**src/hdl/fip_pkg.sv**
```systemverilog
`default_nettype none

package fip_pkg;

	// default exponent width of the power port
	localparam int EXP_WIDTH_DEF = 32;

	// width of the mantissa product and the normalize register
	localparam int PW = 106;

	// binary64 constants
	localparam logic [63:0] ONE_BITS    = 64'h3FF0_0000_0000_0000;
	localparam logic [63:0] DEF_NAN     = 64'hFFF8_0000_0000_0000;
	localparam logic [63:0] QUIET_BIT   = 64'h0008_0000_0000_0000;

	// result status codes
	localparam logic STAT_OK  = 1'b0;
	localparam logic STAT_OVF = 1'b1;

	// sequencer states
	typedef enum logic [3:0] {
		ST_IDLE,
		ST_LOOP,
		ST_MSETUP,
		ST_MPP,
		ST_NORM,
		ST_ROUND,
		ST_FINISH,
		ST_DSETUP,
		ST_DNORM,
		ST_DITER,
		ST_OUT
	} state_t;

	// where a finished rounding is written
	typedef enum logic [1:0] {
		DST_ACC,
		DST_BASE,
		DST_RES
	} dst_t;

	function automatic logic f_is_nan(input logic [63:0] x);
		return (&x[62:52]) && (|x[51:0]);
	endfunction

	function automatic logic f_is_inf(input logic [63:0] x);
		return (&x[62:52]) && !(|x[51:0]);
	endfunction

	function automatic logic f_is_zero(input logic [63:0] x);
		return !(|x[62:0]);
	endfunction

	function automatic logic [63:0] f_quiet(input logic [63:0] x);
		return x | QUIET_BIT;
	endfunction

endpackage

`default_nettype wire

```
**src/hdl/float_integer_power.sv**
```systemverilog
`default_nettype none

// Raises a binary64 base to a signed integer power by square-and-multiply from
// the low exponent bit, every product rounded to nearest-even, and a negative
// power finishing with a rounded reciprocal (zero to a negative power returns
// status 1 and a zero result). One request is worked at a time; in_ready is
// high only while the block is idle. All multiplies go through one shared
// 53x18-bit partial-product unit followed by a shared normalize and round
// stage. Each exponent bit but the top one costs one squaring, plus one
// multiply when the bit is set, each set up from the sequencer state ST_LOOP.
// The reciprocal uses a restoring divider at one quotient bit per cycle.
module float_integer_power
	import fip_pkg::*;
#(
	parameter int EXP_WIDTH = EXP_WIDTH_DEF
) (
	input  wire logic                 clk,
	input  wire logic                 arst_n,
	input  wire logic                 in_valid,
	output logic                      in_ready,
	input  wire logic [63:0]          base_bits,
	input  wire logic [EXP_WIDTH-1:0] power,
	output logic                      out_valid,
	input  wire logic                 out_ready,
	output logic [63:0]               result_bits,
	output logic                      status
);

	state_t state_q, state_d;
	dst_t   dst_q, dst_d;

	logic [63:0]          acc_q, acc_d;
	logic [63:0]          base_q, base_d;
	logic [EXP_WIDTH-1:0] mag_q, mag_d;
	logic                 flip_q, flip_d;
	logic                 neg_q, neg_d;
	logic                 acc_done_q, acc_done_d;
	logic                 status_q, status_d;

	logic [PW-1:0]        p_q, p_d;
	logic signed [13:0]   r_q, r_d;
	logic                 sgn_q, sgn_d;
	logic [52:0]          mul_a_q, mul_a_d;
	logic [53:0]          mul_b_q, mul_b_d;
	logic [5:0]           cnt_q, cnt_d;

	// shared datapath signals
	logic [63:0]        op_a;
	logic [70:0]        pp;
	logic [52:0]        rm;
	logic               rg, rs, rinc;
	logic [53:0]        mr;
	logic [52:0]        mant;
	logic signed [13:0] rr;
	logic [63:0]        rbits;
	logic               ge;
	logic [53:0]        rem_n;
	logic [63:0]        fin;
	logic               wb;
	logic [63:0]        wv;

	assign in_ready    = (state_q == ST_IDLE);
	assign out_valid   = (state_q == ST_OUT);
	assign result_bits = acc_q;
	assign status      = status_q;

	// operand select, partial product, rounding, divider step and final sign flip
	always_comb begin
		op_a  = (dst_q == DST_BASE) ? base_q : acc_q;
		pp    = 71'(mul_a_q) * 71'(mul_b_q[53:36]);
		rm    = p_q[105:53];
		rg    = p_q[52];
		rs    = |p_q[51:0];
		rinc  = rg & (rs | rm[0]);
		mr    = {1'b0, rm} + 54'(rinc);
		if (mr[53]) begin
			mant = mr[53:1];
			rr   = r_q + 14'sd1;
		end else begin
			mant = mr[52:0];
			rr   = r_q;
		end
		if (rr >= 14'sd2047) begin
			rbits = {sgn_q, 11'h7FF, 52'b0};
		end else begin
			rbits = {sgn_q, (mant[52] ? rr[10:0] : 11'b0), mant[51:0]};
		end
		ge    = (mul_b_q >= {1'b0, mul_a_q});
		rem_n = ge ? (mul_b_q - {1'b0, mul_a_q}) : mul_b_q;
		fin   = flip_q ? {~acc_q[63], acc_q[62:0]} : acc_q;
	end

	// next state and sequencing
	always_comb begin
		state_d    = state_q;
		dst_d      = dst_q;
		acc_d      = acc_q;
		base_d     = base_q;
		mag_d      = mag_q;
		flip_d     = flip_q;
		neg_d      = neg_q;
		acc_done_d = acc_done_q;
		status_d   = status_q;
		p_d        = p_q;
		r_d        = r_q;
		sgn_d      = sgn_q;
		mul_a_d    = mul_a_q;
		mul_b_d    = mul_b_q;
		cnt_d      = cnt_q;
		wb         = 1'b0;
		wv         = rbits;

		unique case (state_q)
			ST_IDLE: begin
				if (in_valid) begin
					if (base_bits[63] && !f_is_nan(base_bits) && !f_is_zero(base_bits)) begin
						base_d = {1'b0, base_bits[62:0]};
						flip_d = (power[EXP_WIDTH-1] ? (~power[0] ^ 1'b1) : power[0]);
					end else begin
						base_d = base_bits;
						flip_d = 1'b0;
					end
					neg_d      = power[EXP_WIDTH-1];
					mag_d      = power[EXP_WIDTH-1] ? (~power + 1'b1) : power;
					acc_d      = ONE_BITS;
					acc_done_d = 1'b0;
					status_d   = STAT_OK;
					state_d    = ST_LOOP;
				end
			end
			ST_LOOP: begin
				priority if (mag_q == '0) begin
					state_d = ST_FINISH;
				end else if (mag_q[0] && !acc_done_q) begin
					dst_d   = DST_ACC;
					state_d = ST_MSETUP;
				end else if (mag_q[EXP_WIDTH-1:1] == '0) begin
					mag_d = '0;
				end else begin
					dst_d   = DST_BASE;
					state_d = ST_MSETUP;
				end
			end
			ST_MSETUP: begin
				sgn_d = op_a[63] ^ base_q[63];
				priority if (f_is_nan(op_a)) begin
					wb = 1'b1;
					wv = f_quiet(op_a);
				end else if (f_is_nan(base_q)) begin
					wb = 1'b1;
					wv = f_quiet(base_q);
				end else if ((f_is_inf(op_a) && f_is_zero(base_q)) ||
						(f_is_zero(op_a) && f_is_inf(base_q))) begin
					wb = 1'b1;
					wv = DEF_NAN;
				end else if (f_is_inf(op_a) || f_is_inf(base_q)) begin
					wb = 1'b1;
					wv = {op_a[63] ^ base_q[63], 11'h7FF, 52'b0};
				end else if (f_is_zero(op_a) || f_is_zero(base_q)) begin
					wb = 1'b1;
					wv = {op_a[63] ^ base_q[63], 63'b0};
				end else begin
					mul_a_d = {(op_a[62:52] != 11'd0), op_a[51:0]};
					mul_b_d = {1'b0, (base_q[62:52] != 11'd0), base_q[51:0]};
					r_d     = 14'((op_a[62:52] == 11'd0) ? 14'sd1 : 14'(op_a[62:52]))
						+ 14'((base_q[62:52] == 11'd0) ? 14'sd1 : 14'(base_q[62:52]))
						- 14'sd1022;
					p_d     = '0;
					cnt_d   = '0;
					state_d = ST_MPP;
				end
			end
			ST_MPP: begin
				p_d     = {p_q[PW-19:0], 18'b0} + PW'(pp);
				mul_b_d = {mul_b_q[35:0], 18'b0};
				cnt_d   = cnt_q + 6'd1;
				if (cnt_q == 6'd2) begin
					state_d = ST_NORM;
				end
			end
			ST_NORM: begin
				priority if (r_q < 14'sd1) begin
					if (r_q < -14'sd108) begin
						p_d = {{(PW-1){1'b0}}, |p_q};
						r_d = 14'sd1;
					end else if (r_q <= -14'sd7) begin
						p_d = {8'b0, p_q[PW-1:9], p_q[8] | (|p_q[7:0])};
						r_d = r_q + 14'sd8;
					end else begin
						p_d = {1'b0, p_q[PW-1:2], p_q[1] | p_q[0]};
						r_d = r_q + 14'sd1;
					end
				end else if (!p_q[PW-1] && (r_q > 14'sd1)) begin
					if ((p_q[PW-1:PW-8] == 8'd0) && (r_q > 14'sd8)) begin
						p_d = {p_q[PW-9:0], 8'b0};
						r_d = r_q - 14'sd8;
					end else begin
						p_d = {p_q[PW-2:0], 1'b0};
						r_d = r_q - 14'sd1;
					end
				end else begin
					state_d = ST_ROUND;
				end
			end
			ST_ROUND: begin
				wb = 1'b1;
				wv = rbits;
			end
			ST_FINISH: begin
				acc_d = fin;
				if (!neg_q) begin
					state_d = ST_OUT;
				end else if (f_is_zero(fin)) begin
					acc_d    = '0;
					status_d = STAT_OVF;
					state_d  = ST_OUT;
				end else begin
					dst_d   = DST_RES;
					state_d = ST_DSETUP;
				end
			end
			ST_DSETUP: begin
				sgn_d = acc_q[63];
				priority if (f_is_nan(acc_q)) begin
					wb = 1'b1;
					wv = f_quiet(acc_q);
				end else if (f_is_inf(acc_q)) begin
					wb = 1'b1;
					wv = {acc_q[63], 63'b0};
				end else begin
					mul_a_d = {(acc_q[62:52] != 11'd0), acc_q[51:0]};
					r_d     = (acc_q[62:52] == 11'd0) ? 14'sd1 : 14'(acc_q[62:52]);
					state_d = ST_DNORM;
				end
			end
			ST_DNORM: begin
				if (mul_a_q[52]) begin
					mul_b_d = 54'd1 << 52;
					p_d     = '0;
					cnt_d   = '0;
					state_d = ST_DITER;
				end else begin
					mul_a_d = {mul_a_q[51:0], 1'b0};
					r_d     = r_q - 14'sd1;
				end
			end
			ST_DITER: begin
				mul_b_d = {rem_n[52:0], 1'b0};
				cnt_d   = cnt_q + 6'd1;
				if (cnt_q == 6'd55) begin
					p_d     = {p_q[54:0], ge, 49'b0, (rem_n != '0)};
					r_d     = 14'sd2046 - r_q;
					state_d = ST_NORM;
				end else begin
					p_d = {p_q[PW-2:0], ge};
				end
			end
			ST_OUT: begin
				if (out_ready) begin
					state_d = ST_IDLE;
				end
			end
			default: begin
				state_d = ST_IDLE;
			end
		endcase

		// write back a finished product or reciprocal
		if (wb) begin
			unique case (dst_q)
				DST_ACC: begin
					acc_d      = wv;
					acc_done_d = 1'b1;
					state_d    = ST_LOOP;
				end
				DST_BASE: begin
					base_d     = wv;
					mag_d      = mag_q >> 1;
					acc_done_d = 1'b0;
					state_d    = ST_LOOP;
				end
				DST_RES: begin
					acc_d   = wv;
					state_d = ST_OUT;
				end
				default: begin
					state_d = ST_IDLE;
				end
			endcase
		end
	end

	// control registers
	always_ff @(posedge clk or negedge arst_n) begin
		if (!arst_n) begin
			state_q    <= ST_IDLE;
			dst_q      <= DST_ACC;
			acc_done_q <= 1'b0;
			status_q   <= STAT_OK;
			cnt_q      <= '0;
		end else begin
			state_q    <= state_d;
			dst_q      <= dst_d;
			acc_done_q <= acc_done_d;
			status_q   <= status_d;
			cnt_q      <= cnt_d;
		end
	end

	// datapath registers
	always_ff @(posedge clk) begin
		acc_q   <= acc_d;
		base_q  <= base_d;
		mag_q   <= mag_d;
		flip_q  <= flip_d;
		neg_q   <= neg_d;
		p_q     <= p_d;
		r_q     <= r_d;
		sgn_q   <= sgn_d;
		mul_a_q <= mul_a_d;
		mul_b_q <= mul_b_d;
	end

endmodule

`default_nettype wire

```
**config.mk**
```make
export PLATFORM = sky130hd
export DESIGN_NAME = float_integer_power
export DESIGN_NICKNAME = d
export VERILOG_FILES = /design/src/hdl/fip_pkg.sv /design/src/hdl/float_integer_power.sv
export SDC_FILE = /design/constraint.sdc
export NUM_CORES = 2
export LEC_CHECK = 0
export ABC_AREA = 1
export BUFFER_PORTS_ARGS = -buffer_cell sky130_fd_sc_hd__clkbuf_2
export CORE_MARGIN = 10
export CORE_UTILIZATION = 50
export DETAILED_ROUTE_END_ITERATION = 10
export PLACE_DENSITY = 0.66
export SLEW_MARGIN = 20
export SYNTH_ARGS = -nofsm -noshare
export SYNTH_HDL_FRONTEND = slang
export SYNTH_SLANG_ARGS = --single-unit
```
**constraint.sdc**
```tcl
create_clock -name clk -period 30.8 [get_ports clk]
set_input_delay 6.16 -clock clk [delete_from_list [all_inputs] [get_ports clk]]
set_output_delay 6.16 -clock clk [all_outputs]
set_load 0.005 [all_outputs]
```
==> impl_results.md <==
* Outcome: completed
* Die Y at 393 um
* Filler instances at 13,800
* Root Driver: clkbuf_16
* Grt ovf at 0
* CTS Sinks at 404
* Worst R2R Setup Slack at 22,270 ps
* Worst r2r src: mul_b_q[48]$_DFFE_PP_
* Family with the most delay on the worst path: adder cells
* Total GRT Usage at 0.412
* CP max FO at 40
* Hold WC Path Type: reg2reg
* CTS tree: done
* Fin crit share at 0.277
* Syn_area_per_cell at 6.79 um^2
* Clk pin slew, worst setup/hold paths at 70 ps
* Post-cts resize count at 0
* Post-synth EDFFs at 230
* Chip width at 393 um
* Register area share after synthesis at 0.151
* Initial antenna violation count at 12
* # IOs at 167
* Critical path depth at 26
* Commonest cells after routing, fill and taps aside: 2,689 x nand2_1, 2,376 x inv_1, 871 x fa_1, 696 x nor2_1, 466 x a21oi_1
* CP Launch Type: register
* Top post-synthesis cells by area: fa_1 25%, nand2_1 15%, inv_1 13%, edfxtp_1 9.9%, ha_1 4.8%
* Worst Reg-to-Reg Cells at 26
* Commonest non-fill, non-tap cell in the layout: nand2_1
* Starting Density at 0.504
* Fmax at 117 MHz
* Depth of the CTS H-tree at 2
* # Post-CTS Setup Buffers at 0
* Hold buffers post-CTS at 0
* Top FF cell, synth: edfxtp_1
* Relative slew slack at 0.158
* Vias per inst at 6.06
* Synth-to-layout area growth at 5.15%
* Core Box Area at 138,000 um^2
* Cells after synthesis at 10,200
* Die Footprint at 154,000 um^2
* Gp weighted congestion at 1.11
* Placement Cell Area at 71,400 um^2
* Num rows at 136
* FFs w/ async S/R, synth at 0.0347
* Worst EP arrival at 8880 ps
* Largest net degree at the start of global routing at 93
* DRT Pass-1 Iters at 10
* Via Count at 72,100
* Final slew viol count at 0
* Wire per inst at 27.3 um
* Max clock buf depth at 3
* Worst-margin pin slew at 1260 ps
* Design area at 73,000 um^2
* RSZ-0062 raised after global routing: no
* Top cell type's share of synthesized area at 0.251
* Layout Nets at 11,300
* Flops & latches, synth at 404
* Worst hold stages at 2
* Clock insertion delay at the later pin of the skew report at 640 ps
* Post-Layout Cell Count at 11,900
* Layout cell share with drive strength beyond 1 at 0.0450
* Drt total wl at 325 mm
* Fin Setup TNS at 0 ps
* Worst Setup SP: mul_b_q[48]$_DFFE_PP_
* Crit path buf inv count at 6
* Vias in the first global route at 70,200
* Final Skew at 48.4 ps
* Post-synth top area cell: fa_1
* Most frequent CP cell: fa_1
* Num CTS Buffers at 46
* Hpwl dp at 252 mm
* CP max stage cell: edfxtp_1
* Setup violations, final at 0
* DRC at 0
* Critical Path RT at 31,160 ps
* Endpoint type of the worst setup path: register
* Crit path capture: p_q[86]$_DFFE_PP_
* Synth Net Count at 11,500
* Crit Path Class: reg2reg
* DR iter-0 viols at 9,668
* First-pass GRT wire length at 470 mm
* FF-to-FF End: p_q[86]$_DFFE_PP_
* Dpl cells at 11,800
* Final ANT Viol Nets at 0
* Post-Syn Area at 69,400 um^2
* Distinct cell type count after synthesis at 64
* Synth Warn # at 0
* Port-buffer cells at 166
* Crit-path max cell delay at 880 ps
* Fin crit period at 8530 ps
* Hold Fails Final Rpt at 0
* Max Cap Viol at 0
## tightest hold or removal path: stages, from the launching register on
cell     delay, ps
dfxtp_1        330
nand3_1         80
nand2_1         50
## cell usage after synthesis, types with 35 or more instances
library cell,count
a21oi_1,466
nor2_1,704
nor3_1,87
o21ai_0,433
inv_1,2378
nand2_1,2695
o21ai_1,65
ha_1,265
buf_2,77
xor2_1,106
nand3_1,396
o211ai_1,54
fa_1,871
a22oi_1,97
clkbuf_1,368
nand4_1,90
edfxtp_1,230
o22ai_1,92
nor4_1,74
or2_2,35
dfxtp_1,160
buf_1,41
o221ai_1,143
## per-stage QoR
step | worst slack [ps] | utilization | hold slack (ps)
finish | 22270 | 0.530 | 492
global route | 22110 | 0.530 | 503
CTS | 22580 | 0.530 | 491
detailed placement | 21940 | 0.519 | 482
global placement | 21960 | 0.519 | 476
floorplan | 21020 | - | 454
## registers in the layout (all words and copies together), names as in the netlist, 2 cells and up
register     flops
p_q            106
base_q          64
result_bits     64
mul_b_q         54
mul_a_q         53
mag_q           32
r_q             14
cnt_q            6
state_q          4
dst_q            2
## worst min-delay path by stage
stage / startpoint / endpoint / slack, ps
3_5_place_dp: result_bits[12]$_DFF_P_ / result_bits[12]$_DFF_P_ / 480
3_3_place_gp: mag_q[31]$_DFF_P_ / mag_q[31]$_DFF_P_ / 480
6_report: result_bits[12]$_DFF_P_ / result_bits[12]$_DFF_P_ / 490
5_1_grt: mag_q[31]$_DFF_P_ / mag_q[31]$_DFF_P_ / 500
2_1_floorplan: mag_q[31]$_DFF_P_ / mag_q[31]$_DFF_P_ / 450
4_1_cts: result_bits[12]$_DFF_P_ / result_bits[12]$_DFF_P_ / 490
## cell families (layout without fill, tap and decap cells)
kind of cell	after synthesis	in the layout	synth area share
AND/OR/NAND/NOR	4124	4124	0.241
buffers and inverters	2907	2778	0.160
XOR/XNOR	130	130	0.0164
flip-flops	404	404	0.151
multiplexers	4	4	0.000577
other	0	3	0
adder cells (fa/ha/maj)	1136	1136	0.299
AO/OA/AOI/OAI	1524	1524	0.132
## layer usage
layer  global-route usage  wire, um
met3                0.120     43300
met2                0.614    136000
met4                0.280     27500
met5              0.00376        95
met1                0.515    118000
## final cells by class
class	instances	area, um^2	area share
multi-input combinational	6918	47900	0.656
sequential	404	10500	0.143
inverter	2400	9010	0.123
tap	1794	2240	0.0308
timing repair buffer	294	1790	0.0245
clock buffer	65	1350	0.0185
clock inverter	19	214	0.00293
antenna	3	7.51	0.000103
Power is not shown: default switching activity piles up to over one toggle a cycle in this logic, so the estimate is an artifact.
